<file path="src/rtl/core/tgc_pkg.sv">
// ----------------------------------------------------------------------------
// tgc_pkg
// Shared types and constants for the tap gesture classifier: channel
// payloads, register map and register reset values.
// ----------------------------------------------------------------------------
`default_nettype none

package tgc_pkg;

   localparam int unsigned TIME_W  = 32;
   localparam int unsigned MS_W    = 16;
   localparam int unsigned ADDR_W  = 2;

   // register map
   localparam logic [ADDR_W-1:0] CSR_ENABLE   = 2'd0;
   localparam logic [ADDR_W-1:0] CSR_DTAP_WIN = 2'd1;
   localparam logic [ADDR_W-1:0] CSR_LONG_MS  = 2'd2;

   // register reset values
   localparam logic            ENABLE_RST   = 1'b1;
   localparam logic [MS_W-1:0] DTAP_WIN_RST = 16'd300;
   localparam logic [MS_W-1:0] LONG_MS_RST  = 16'd1000;

   typedef struct packed {
      logic              level;
      logic [TIME_W-1:0] now_ms;
   } req_type;

   typedef struct packed {
      logic              changed;
      logic              pressed;
      logic              single_tap;
      logic [TIME_W-1:0] single_tap_time;
      logic              double_tap;
      logic              long_press;
   } rsp_type;

   typedef struct packed {
      logic            enable;
      logic [MS_W-1:0] double_tap_window_ms;
      logic [MS_W-1:0] long_press_ms;
   } cfg_type;

endpackage

`default_nettype wire

</file>
<file path="src/rtl/core/tgc_if.sv">
// ----------------------------------------------------------------------------
// tgc_if
// Valid/ready channel interfaces: tick requests, results and register writes.
// ----------------------------------------------------------------------------
`default_nettype none

interface tgc_req_if;
   logic             valid;
   logic             ready;
   tgc_pkg::req_type data;

   modport source (output valid, output data, input ready);
   modport sink   (input valid, input data, output ready);
endinterface

interface tgc_rsp_if;
   logic             valid;
   logic             ready;
   tgc_pkg::rsp_type data;

   modport source (output valid, output data, input ready);
   modport sink   (input valid, input data, output ready);
endinterface

interface tgc_csr_if;
   logic                          valid;
   logic                          ready;
   logic [tgc_pkg::ADDR_W-1:0]    addr;
   logic [tgc_pkg::MS_W-1:0]      wdata;

   modport source (output valid, output addr, output wdata, input ready);
   modport sink   (input valid, input addr, input wdata, output ready);
endinterface

`default_nettype wire

</file>
<file path="src/rtl/core/tgc_csr.sv">
// ----------------------------------------------------------------------------
// tgc_csr
// Configuration register file: enable, double-tap window, long-press time.
// ----------------------------------------------------------------------------
`default_nettype none

module tgc_csr (
   input  wire logic                        clock,
   input  wire logic                        reset,
   input  wire logic                        wr_en,
   input  wire logic [tgc_pkg::ADDR_W-1:0]  wr_addr,
   input  wire logic [tgc_pkg::MS_W-1:0]    wr_data,
   output tgc_pkg::cfg_type                 cfg
);

   tgc_pkg::cfg_type cfg_ff, cfg_in;

   always_comb begin
      cfg_in = cfg_ff;
      if (wr_en) begin
         case (wr_addr)
            tgc_pkg::CSR_ENABLE:   cfg_in.enable               = wr_data[0];
            tgc_pkg::CSR_DTAP_WIN: cfg_in.double_tap_window_ms = wr_data;
            tgc_pkg::CSR_LONG_MS:  cfg_in.long_press_ms        = wr_data;
            default: ; // drop writes beyond the map
         endcase
      end
   end

   always_ff @(posedge clock) begin
      if (reset) begin
         cfg_ff.enable               <= tgc_pkg::ENABLE_RST;
         cfg_ff.double_tap_window_ms <= tgc_pkg::DTAP_WIN_RST;
         cfg_ff.long_press_ms        <= tgc_pkg::LONG_MS_RST;
      end else begin
         cfg_ff <= cfg_in;
      end
   end

   assign cfg = cfg_ff;

endmodule

`default_nettype wire

</file>
<file path="src/rtl/core/tgc_tracker.sv">
// ----------------------------------------------------------------------------
// tgc_tracker
// Press state tracker: holds the gesture state and forms the result of the
// tick on offer; the state advances only when the tick is taken.
// ----------------------------------------------------------------------------
`default_nettype none

module tgc_tracker (
   input  wire logic             clock,
   input  wire logic             reset,
   input  wire logic             take,
   input  wire tgc_pkg::req_type req,
   input  wire tgc_pkg::cfg_type cfg,
   output tgc_pkg::rsp_type      rsp
);

   logic                       pressed_ff,     pressed_in;
   logic [tgc_pkg::TIME_W-1:0] change_time_ff, change_time_in;
   logic [tgc_pkg::TIME_W-1:0] press_time_ff,  press_time_in;
   logic                       awaiting_ff,    awaiting_in;
   logic                       long_done_ff,   long_done_in;

   logic [tgc_pkg::TIME_W-1:0] since_press;
   logic [tgc_pkg::TIME_W-1:0] since_change;
   logic                       in_window;
   logic                       held_long;

   assign since_press  = req.now_ms - press_time_ff;
   assign since_change = req.now_ms - change_time_ff;
   assign in_window    = since_press <=
                         {{(tgc_pkg::TIME_W-tgc_pkg::MS_W){1'b0}}, cfg.double_tap_window_ms};
   assign held_long    = since_change >=
                         {{(tgc_pkg::TIME_W-tgc_pkg::MS_W){1'b0}}, cfg.long_press_ms};

   always_comb begin
      pressed_in     = pressed_ff;
      change_time_in = change_time_ff;
      press_time_in  = press_time_ff;
      awaiting_in    = awaiting_ff;
      long_done_in   = long_done_ff;
      rsp            = '0;

      if (cfg.enable) begin
         if (req.level != pressed_ff) begin
            pressed_in     = req.level;
            change_time_in = req.now_ms;
            rsp.changed    = 1'b1;
            if (req.level) begin
               if (awaiting_ff && in_window) begin
                  rsp.double_tap = 1'b1;
                  awaiting_in    = 1'b0;
               end else begin
                  awaiting_in = 1'b1;
               end
               press_time_in = req.now_ms;
               long_done_in  = 1'b0;
            end else if (awaiting_ff && !in_window) begin
               rsp.single_tap      = 1'b1;
               rsp.single_tap_time = press_time_ff;
               awaiting_in         = 1'b0;
            end
         end else if (pressed_ff && !long_done_ff && held_long) begin
            long_done_in   = 1'b1;
            rsp.long_press = 1'b1;
         end
      end

      rsp.pressed = pressed_in;
   end

   always_ff @(posedge clock) begin
      if (reset) begin
         pressed_ff     <= 1'b0;
         change_time_ff <= '0;
         press_time_ff  <= '0;
         awaiting_ff    <= 1'b0;
         long_done_ff   <= 1'b0;
      end else if (take) begin
         pressed_ff     <= pressed_in;
         change_time_ff <= change_time_in;
         press_time_ff  <= press_time_in;
         awaiting_ff    <= awaiting_in;
         long_done_ff   <= long_done_in;
      end
   end

endmodule

`default_nettype wire

</file>
<file path="src/rtl/core/tap_gesture_classifier_top.sv">
// ----------------------------------------------------------------------------
// tap_gesture_classifier_top
// Single / double / long press classifier for one touch input, one result
// beat for every tick beat.
// ----------------------------------------------------------------------------
//
//   channel    dir   handshake      payload
//   --------   ---   ------------   -------------------------------------------
//   req_chan   in    valid/ready    level, now_ms
//   rsp_chan   out   valid/ready    changed, pressed, single_tap,
//                                   single_tap_time, double_tap, long_press
//   csr_chan   in    valid/ready    addr (0 enable, 1 window, 2 long), wdata
//
// One tick beat per cycle sustained while rsp_chan is ready; its result beat
// appears in the cycle after acceptance, set by the single result register
// after the tracker logic. req_chan.ready is high whenever the result register
// is empty or being drained, so a stalled rsp_chan holds back new ticks but not
// one already done. csr_chan is always ready. reset is synchronous and active
// high; it clears the gesture state, empties the result register and restores
// register defaults.
// ----------------------------------------------------------------------------
`default_nettype none

module tap_gesture_classifier_top (
   input  wire logic   clock,
   input  wire logic   reset,
   tgc_req_if.sink     req_chan,
   tgc_rsp_if.source   rsp_chan,
   tgc_csr_if.sink     csr_chan
);

   tgc_pkg::cfg_type cfg;
   tgc_pkg::rsp_type rsp_next;
   tgc_pkg::rsp_type rsp_data_ff;
   logic             rsp_valid_ff, rsp_valid_in;
   logic             take;

   // configuration writes complete on every valid beat
   assign csr_chan.ready = 1'b1;

   tgc_csr u_csr (
      .clock   (clock),
      .reset   (reset),
      .wr_en   (csr_chan.valid),
      .wr_addr (csr_chan.addr),
      .wr_data (csr_chan.wdata),
      .cfg     (cfg)
   );

   // accept a tick when the result slot is free or freeing this cycle
   assign req_chan.ready = !rsp_valid_ff || rsp_chan.ready;
   assign take           = req_chan.valid && req_chan.ready;

   tgc_tracker u_tracker (
      .clock (clock),
      .reset (reset),
      .take  (take),
      .req   (req_chan.data),
      .cfg   (cfg),
      .rsp   (rsp_next)
   );

   // result slot: fill on accept, empty once drained with nothing behind it
   always_comb begin
      rsp_valid_in = rsp_valid_ff;
      if (take) begin
         rsp_valid_in = 1'b1;
      end else if (rsp_chan.ready) begin
         rsp_valid_in = 1'b0;
      end
   end

   always_ff @(posedge clock) begin
      if (reset) begin
         rsp_valid_ff <= 1'b0;
      end else begin
         rsp_valid_ff <= rsp_valid_in;
      end
   end

   // payload needs no reset; load only on accept so a stalled beat holds
   always_ff @(posedge clock) begin
      if (take) begin
         rsp_data_ff <= rsp_next;
      end
   end

   assign rsp_chan.valid = rsp_valid_ff;
   assign rsp_chan.data  = rsp_data_ff;

   // a taken tick always leaves a result beat behind it
   a_take_fills : assert property (@(posedge clock) disable iff (reset)
      take |=> rsp_valid_ff)
      else $error("accepted tick left no result");

   // a press cannot be both the second tap and a release
   a_tap_excl : assert property (@(posedge clock) disable iff (reset)
      rsp_valid_ff |-> !(rsp_data_ff.single_tap && rsp_data_ff.double_tap))
      else $error("single and double tap together");

   // long press only reported while held without a level change
   a_long_held : assert property (@(posedge clock) disable iff (reset)
      (rsp_valid_ff && rsp_data_ff.long_press) |->
         (rsp_data_ff.pressed && !rsp_data_ff.changed))
      else $error("long press without a steady hold");

   // single tap only on a release, and its stamp is zero otherwise
   a_single_release : assert property (@(posedge clock) disable iff (reset)
      rsp_valid_ff |->
         (rsp_data_ff.single_tap ? (rsp_data_ff.changed && !rsp_data_ff.pressed)
                                 : (rsp_data_ff.single_tap_time == '0)))
      else $error("single tap stamp or edge wrong");

endmodule

`default_nettype wire

</file>
<file path="src/flat_wrapper.sv">
// flat-port wrapper written by rule: the top's interface ports become plain ports
module tap_gesture_classifier_top_flat 
  (clock, reset, req_chan_valid, req_chan_data, req_chan_ready, rsp_chan_valid, rsp_chan_data, rsp_chan_ready, csr_chan_valid, csr_chan_addr, csr_chan_wdata, csr_chan_ready);
  tgc_req_if req_chan_i ();
  tgc_rsp_if rsp_chan_i ();
  tgc_csr_if csr_chan_i ();
  input  wire logic clock;
  input  wire logic reset;
  input wire logic [$bits(req_chan_i.valid)-1:0] req_chan_valid;
  input wire logic [$bits(req_chan_i.data)-1:0] req_chan_data;
  output wire logic [$bits(req_chan_i.ready)-1:0] req_chan_ready;
  output wire logic [$bits(rsp_chan_i.valid)-1:0] rsp_chan_valid;
  output wire logic [$bits(rsp_chan_i.data)-1:0] rsp_chan_data;
  input wire logic [$bits(rsp_chan_i.ready)-1:0] rsp_chan_ready;
  input wire logic [$bits(csr_chan_i.valid)-1:0] csr_chan_valid;
  input wire logic [$bits(csr_chan_i.addr)-1:0] csr_chan_addr;
  input wire logic [$bits(csr_chan_i.wdata)-1:0] csr_chan_wdata;
  output wire logic [$bits(csr_chan_i.ready)-1:0] csr_chan_ready;
  assign req_chan_i.valid = req_chan_valid;
  assign req_chan_i.data = req_chan_data;
  assign req_chan_ready = req_chan_i.ready;
  assign rsp_chan_valid = rsp_chan_i.valid;
  assign rsp_chan_data = rsp_chan_i.data;
  assign rsp_chan_i.ready = rsp_chan_ready;
  assign csr_chan_i.valid = csr_chan_valid;
  assign csr_chan_i.addr = csr_chan_addr;
  assign csr_chan_i.wdata = csr_chan_wdata;
  assign csr_chan_ready = csr_chan_i.ready;
  tap_gesture_classifier_top u_core (.clock(clock), .reset(reset), .req_chan(req_chan_i), .rsp_chan(rsp_chan_i), .csr_chan(csr_chan_i));
endmodule
</file>
<file path="config.mk">
export PLATFORM = sky130hd
export DESIGN_NAME = tap_gesture_classifier_top_flat
export DESIGN_NICKNAME = d
export VERILOG_FILES = /design/src/rtl/core/tgc_pkg.sv /design/src/rtl/core/tgc_if.sv /design/src/rtl/core/tgc_csr.sv /design/src/rtl/core/tgc_tracker.sv /design/src/rtl/core/tap_gesture_classifier_top.sv /design/src/flat_wrapper.sv
export SDC_FILE = /design/constraint.sdc
export NUM_CORES = 1
export LEC_CHECK = 0
export ABC_AREA = 1
export BUFFER_PORTS_ARGS = -buffer_cell sky130_fd_sc_hd__buf_2
export CORE_ASPECT_RATIO = 1.2
export CORE_MARGIN = 2
export CORE_UTILIZATION = 53
export DETAILED_ROUTE_END_ITERATION = 6
export PLACE_DENSITY = 0.75
export REMOVE_ABC_BUFFERS = 1
export SYNTH_ARGS = -nofsm -noshare
export SYNTH_HDL_FRONTEND = slang
export SYNTH_SLANG_ARGS = --single-unit
</file>
<file path="constraint.sdc">
create_clock -name clock -period 3.42 [get_ports clock]
set_input_delay 0.684 -clock clock [delete_from_list [all_inputs] [get_ports clock]]
set_output_delay 0.684 -clock clock [all_outputs]
set_load 0.01 [all_outputs]
</file>
==> reports/results.tsv <==
metric	value	unit
worst-path-max-fanout	8	
cellLeakagePower	7.44	nW
worstSkewPairLatency	0.44	ns
finalHoldWorstSlack	0.448	ns
holdCritStartpoint	u_core.u_tracker.long_done_ff	
grt_pass1_vias	10472	
gr-usage-all-layers	30.6	%
routed_wire_length	33800	um
detail_route.drc_violations	0	
detailed_place_hpwl	26800	um
htree_levels	4	
synthArstFlopShare	0	%
synth_area_leaders	sky130_fd_sc_hd__nand2_1 (19%), sky130_fd_sc_hd__dfxtp_1 (19%), sky130_fd_sc_hd__inv_1 (13%)	
sequential_fraction_of_the_synthesis_area	29.1	%
critical_path_arrival	3.55	ns
die_ar	21400	um^2
regToRegStartpoint	u_core.u_tracker.press_time_ff[4]	
yosysWarningCount	0	
post_synth_and_or_nand_nor_area_fraction	30.5	%
timing.hold.worst_path_depth	2	
globalplace.congestion	0.968	
setup_violations	0	
post-layout-total-power	5.96	mW
crit_buf_inv	3	
drt.antenna.violating_nets	0	
die_h	160	um
setup.worst_path.class	in2reg	
synth_top_cells_by_count	sky130_fd_sc_hd__nand2_1 (543), sky130_fd_sc_hd__inv_1 (371), sky130_fd_sc_hd__a21oi_1 (141), sky130_fd_sc_hd__nor2_1 (130), sky130_fd_sc_hd__dfxtp_1 (101)	
post_synth_top_flop	sky130_fd_sc_hd__dfxtp_1	
grt_antenna_before_repair	0	
routedWlPerCell	15.0	um
period_share	98.2	%
critical_path.cell_chain	buf_2 -> ha_4 -> nand2_1 -> nand2_2 -> a21oi_2 -> nand2_4 -> buf_4 -> xor2_1 -> ha_1 -> a21oi_1 -> o21a_1 -> nand2_1 -> nand2_1 -> nand2_1 -> nand2_2 -> nand2_1 -> nor2_1 -> nand3_1 -> nor2_2 -> nand2_2 -> nand3_4 -> clkbuf_16 -> nor2_1	
share_of_total_power_consumed_by_net_switching	37.6	%
vias	11471	
finalHoldViolations	0	
main_combinational_cell_family_by_area_after_synthesis	simple AND/OR/NAND/NOR gates	
grt_pass1_wl	51700	um
grt_start_max_net_pins	65	
route.detailed.vias_per_inst	5.10	
hold_buffer_count_at_cts	0	
timing.critical_path.max_delay_family	simple AND/OR/NAND/NOR gates	
numPortBuffers	94	
initial_util	53.6	%
drc_marker_count_from_the_first_detailed_route_iteration	688	
syn-instance-count	1723	
root_buffer	sky130_fd_sc_hd__clkbuf_16	
crit_slowest_cell	sky130_fd_sc_hd__ha_1	
synth.cell_area	10800	um^2
clk_path_buf_depth	2	
clkTransAtPathRegs	0.07	ns
r2r_cells	23	
regToRegSetupSlack	0.09	ns
complex_gate_fraction_of_the_synthesized_area	12.1	%
worst_path_most_repeated_cell	sky130_fd_sc_hd__nand2_1	
overflow	0	
area_delta_synth_final	29.0	%
switchingPower	2.24	mW
timing.clock.skew	0.0150	ns
slew-limit-headroom	57.6	%
worst_setup_path_end_kind	register	
numClockSinks	138	
synth-edff-count	37	
cts_buffers	17	
number_of_synthesized_register_bits	138	
max_cap_violations	0	
synth.most_common_cell	sky130_fd_sc_hd__nand2_1	
multi_input_comb_area	6610	um^2
startpoint_type	input pin	
final-seq-area	3130	um^2
detailedRoute.firstPassIterationCount	5	
floorplan.die.width	134	um
fin_crit	3.36	ns
placementRows	57	
powerDensity	430	nW/um^2
power.ir.vdd_worst	0.376	mV
synth_largest_type_area_fraction	19.0	%
worst-slew-pin-transition	0.634	ns
ioPinCount	96	
placedCellCount	2205	
mean_cell_area_of_the_mapped_netlist	6.24	um^2
hold-path-endpoint	u_core.u_tracker.long_done_ff	
finalNonFillerCells	2250	
holdCritPathClass	reg2reg	
max_freq	298	MHz
yosys.area.top_type	sky130_fd_sc_hd__nand2_1	
post_route_cells_drive_above_1_share	21.2	%
share_seq_of_total_power	30.5	%
internal_power	3.72	mW
worst-endpoint-required	3.61	ns
synth_mux_area_share	0	%
fp.coreArea	20000	um^2
critPathMaxStageDelay	0.29	ns
post_synth_fa_ha_maj_area_fraction	11.4	%
cts_tree	built	
number_of_pins_with_negative_max_slew_slack_in_the_final_report	0	
antenna-diode-count	0	
fill_cells	1800	
unrepaired_setup_endpoints_after_global_routing	true	
r2r-end	u_core.rsp_chan.data[27]	
result_of_the_run	finished clean	
xor_and_xnor_fraction_of_the_mapped_netlist_area	2.44	%
clkPwrFrac	30.4	%
finish.net_count	2125	
post_synth_num_cell_types	34	
combinationalPowerShare	39.1	%
-- worst reg2reg max path: cells and delay by family (launching register included) --
kind            cells  cell delay (ns)
xor+xnor            1             0.14
compound gates      3             0.49
flops               1             0.30
buf+inv             3             0.44
fa+ha+maj           2             0.53
simple gates       14             1.18
-- per-stage QoR --
stage,instance area (um^2),TNS (ns),setup slack [ns],utilization [%]
after floorplan,10600,-2.71,-0.0907,-
after global placement,12600,-13.71,-0.396,62.9
after detailed placement,12600,-16.11,-0.462,62.9
after CTS,13200,0,0.00224,65.8
after global routing,13900,-4.57,-0.143,69.2
final,13900,0,0.0608,69.2
-- state kept, by name, summed over array words and instances (netlist names) --
register                         cells
u_core.u_csr.cfg                    33
u_core.u_tracker.long_done_ff        1
u_core.rsp_chan.valid                1
u_core.u_tracker.press_time_ff      32
u_core.u_tracker.awaiting_ff         1
u_core.u_tracker.change_time_ff     32
u_core.u_tracker.pressed_ff          1
u_core.rsp_chan.data                37
-- layout by cell type (no fill, tap or decap), drive strengths merged --
cell and instances:
clkbuf 20, o21bai 3, dfxtp 101, o21ai 93, fa 2, nand4 16, o21a 1, clkinv 3
a21o 1, clkinvlp 2, nor3 7, xnor2 2, and3 2, nand3b 7, nand3 69, inv 382
nand2 556, conb 1, a211oi 1, xor2 28, o211ai 10, buf 258, ha 95, a21oi 141
a31oi 1, nor2 146, edfxtp 37
-- kinds of logic after synthesis --
kind of cell / count (synthesis)
flip-flops: 138
buffers and inverters: 403
adder cells (fa/ha/maj): 97
AO/OA/AOI/OAI: 251
AND/OR/NAND/NOR: 803
XOR/XNOR: 30
other: 1
-- final cells by class --
cell class	instances	share of cell area, %
multi-input combinational	1182	47.7
sequential	138	22.6
timing repair buffer	261	13.1
inverter	372	10.1
clock buffer	17	3.07
tap	265	2.39
clock inverter	15	1.06
-- worst max-delay path by stage --
stage / start / end / slack, ns / cells after the start
global placement: req_chan_data[11] / u_core.rsp_chan.data[4] / -0.40 / 23
global route: req_chan_data[4] / u_core.rsp_chan.data[27] / -0.14 / 23
CTS: req_chan_data[0] / u_core.rsp_chan.data[17] / 0.002 / 25
finish: req_chan_data[4] / u_core.rsp_chan.data[27] / 0.06 / 23
floorplan: req_chan_data[0] / u_core.rsp_chan.data[34] / -0.09 / 21
detailed placement: req_chan_data[6] / u_core.rsp_chan.data[17] / -0.46 / 22
-- power groups by stage --
stage | logic, mW | registers (mW) | clock network (mW)
6_report | 2.33 | 1.82 | 1.81
3_3_place_gp | 2.06 | 1.85 | 0
4_1_cts | 2.10 | 1.82 | 1.83
3_5_place_dp | 2.09 | 1.85 | 0
5_1_grt | 2.59 | 1.83 | 1.89
2_1_floorplan | 1.29 | 1.86 | 0
-- layer usage --
layer | wire length, um | track usage [%] | vias up
met5 | 0 | 0 | -
met4 | 899 | 10.4 | 0
met3 | 1370 | 2.67 | 54
met2 | 16700 | 53.2 | 272
met1 | 14800 | 40.0 | 5321
li1 | - | - | 5824
-- repair_timing --
item | 4_1_cts | 5_1_grt
gates resized for setup | 4 | 115
buffers inserted | 0 | 11
endpoints found under the setup margin | 14 | 37
gates cloned | 0 | 2
pin swaps | 0 | 41
No activity file was read; power rests on OpenSTA's default activity.
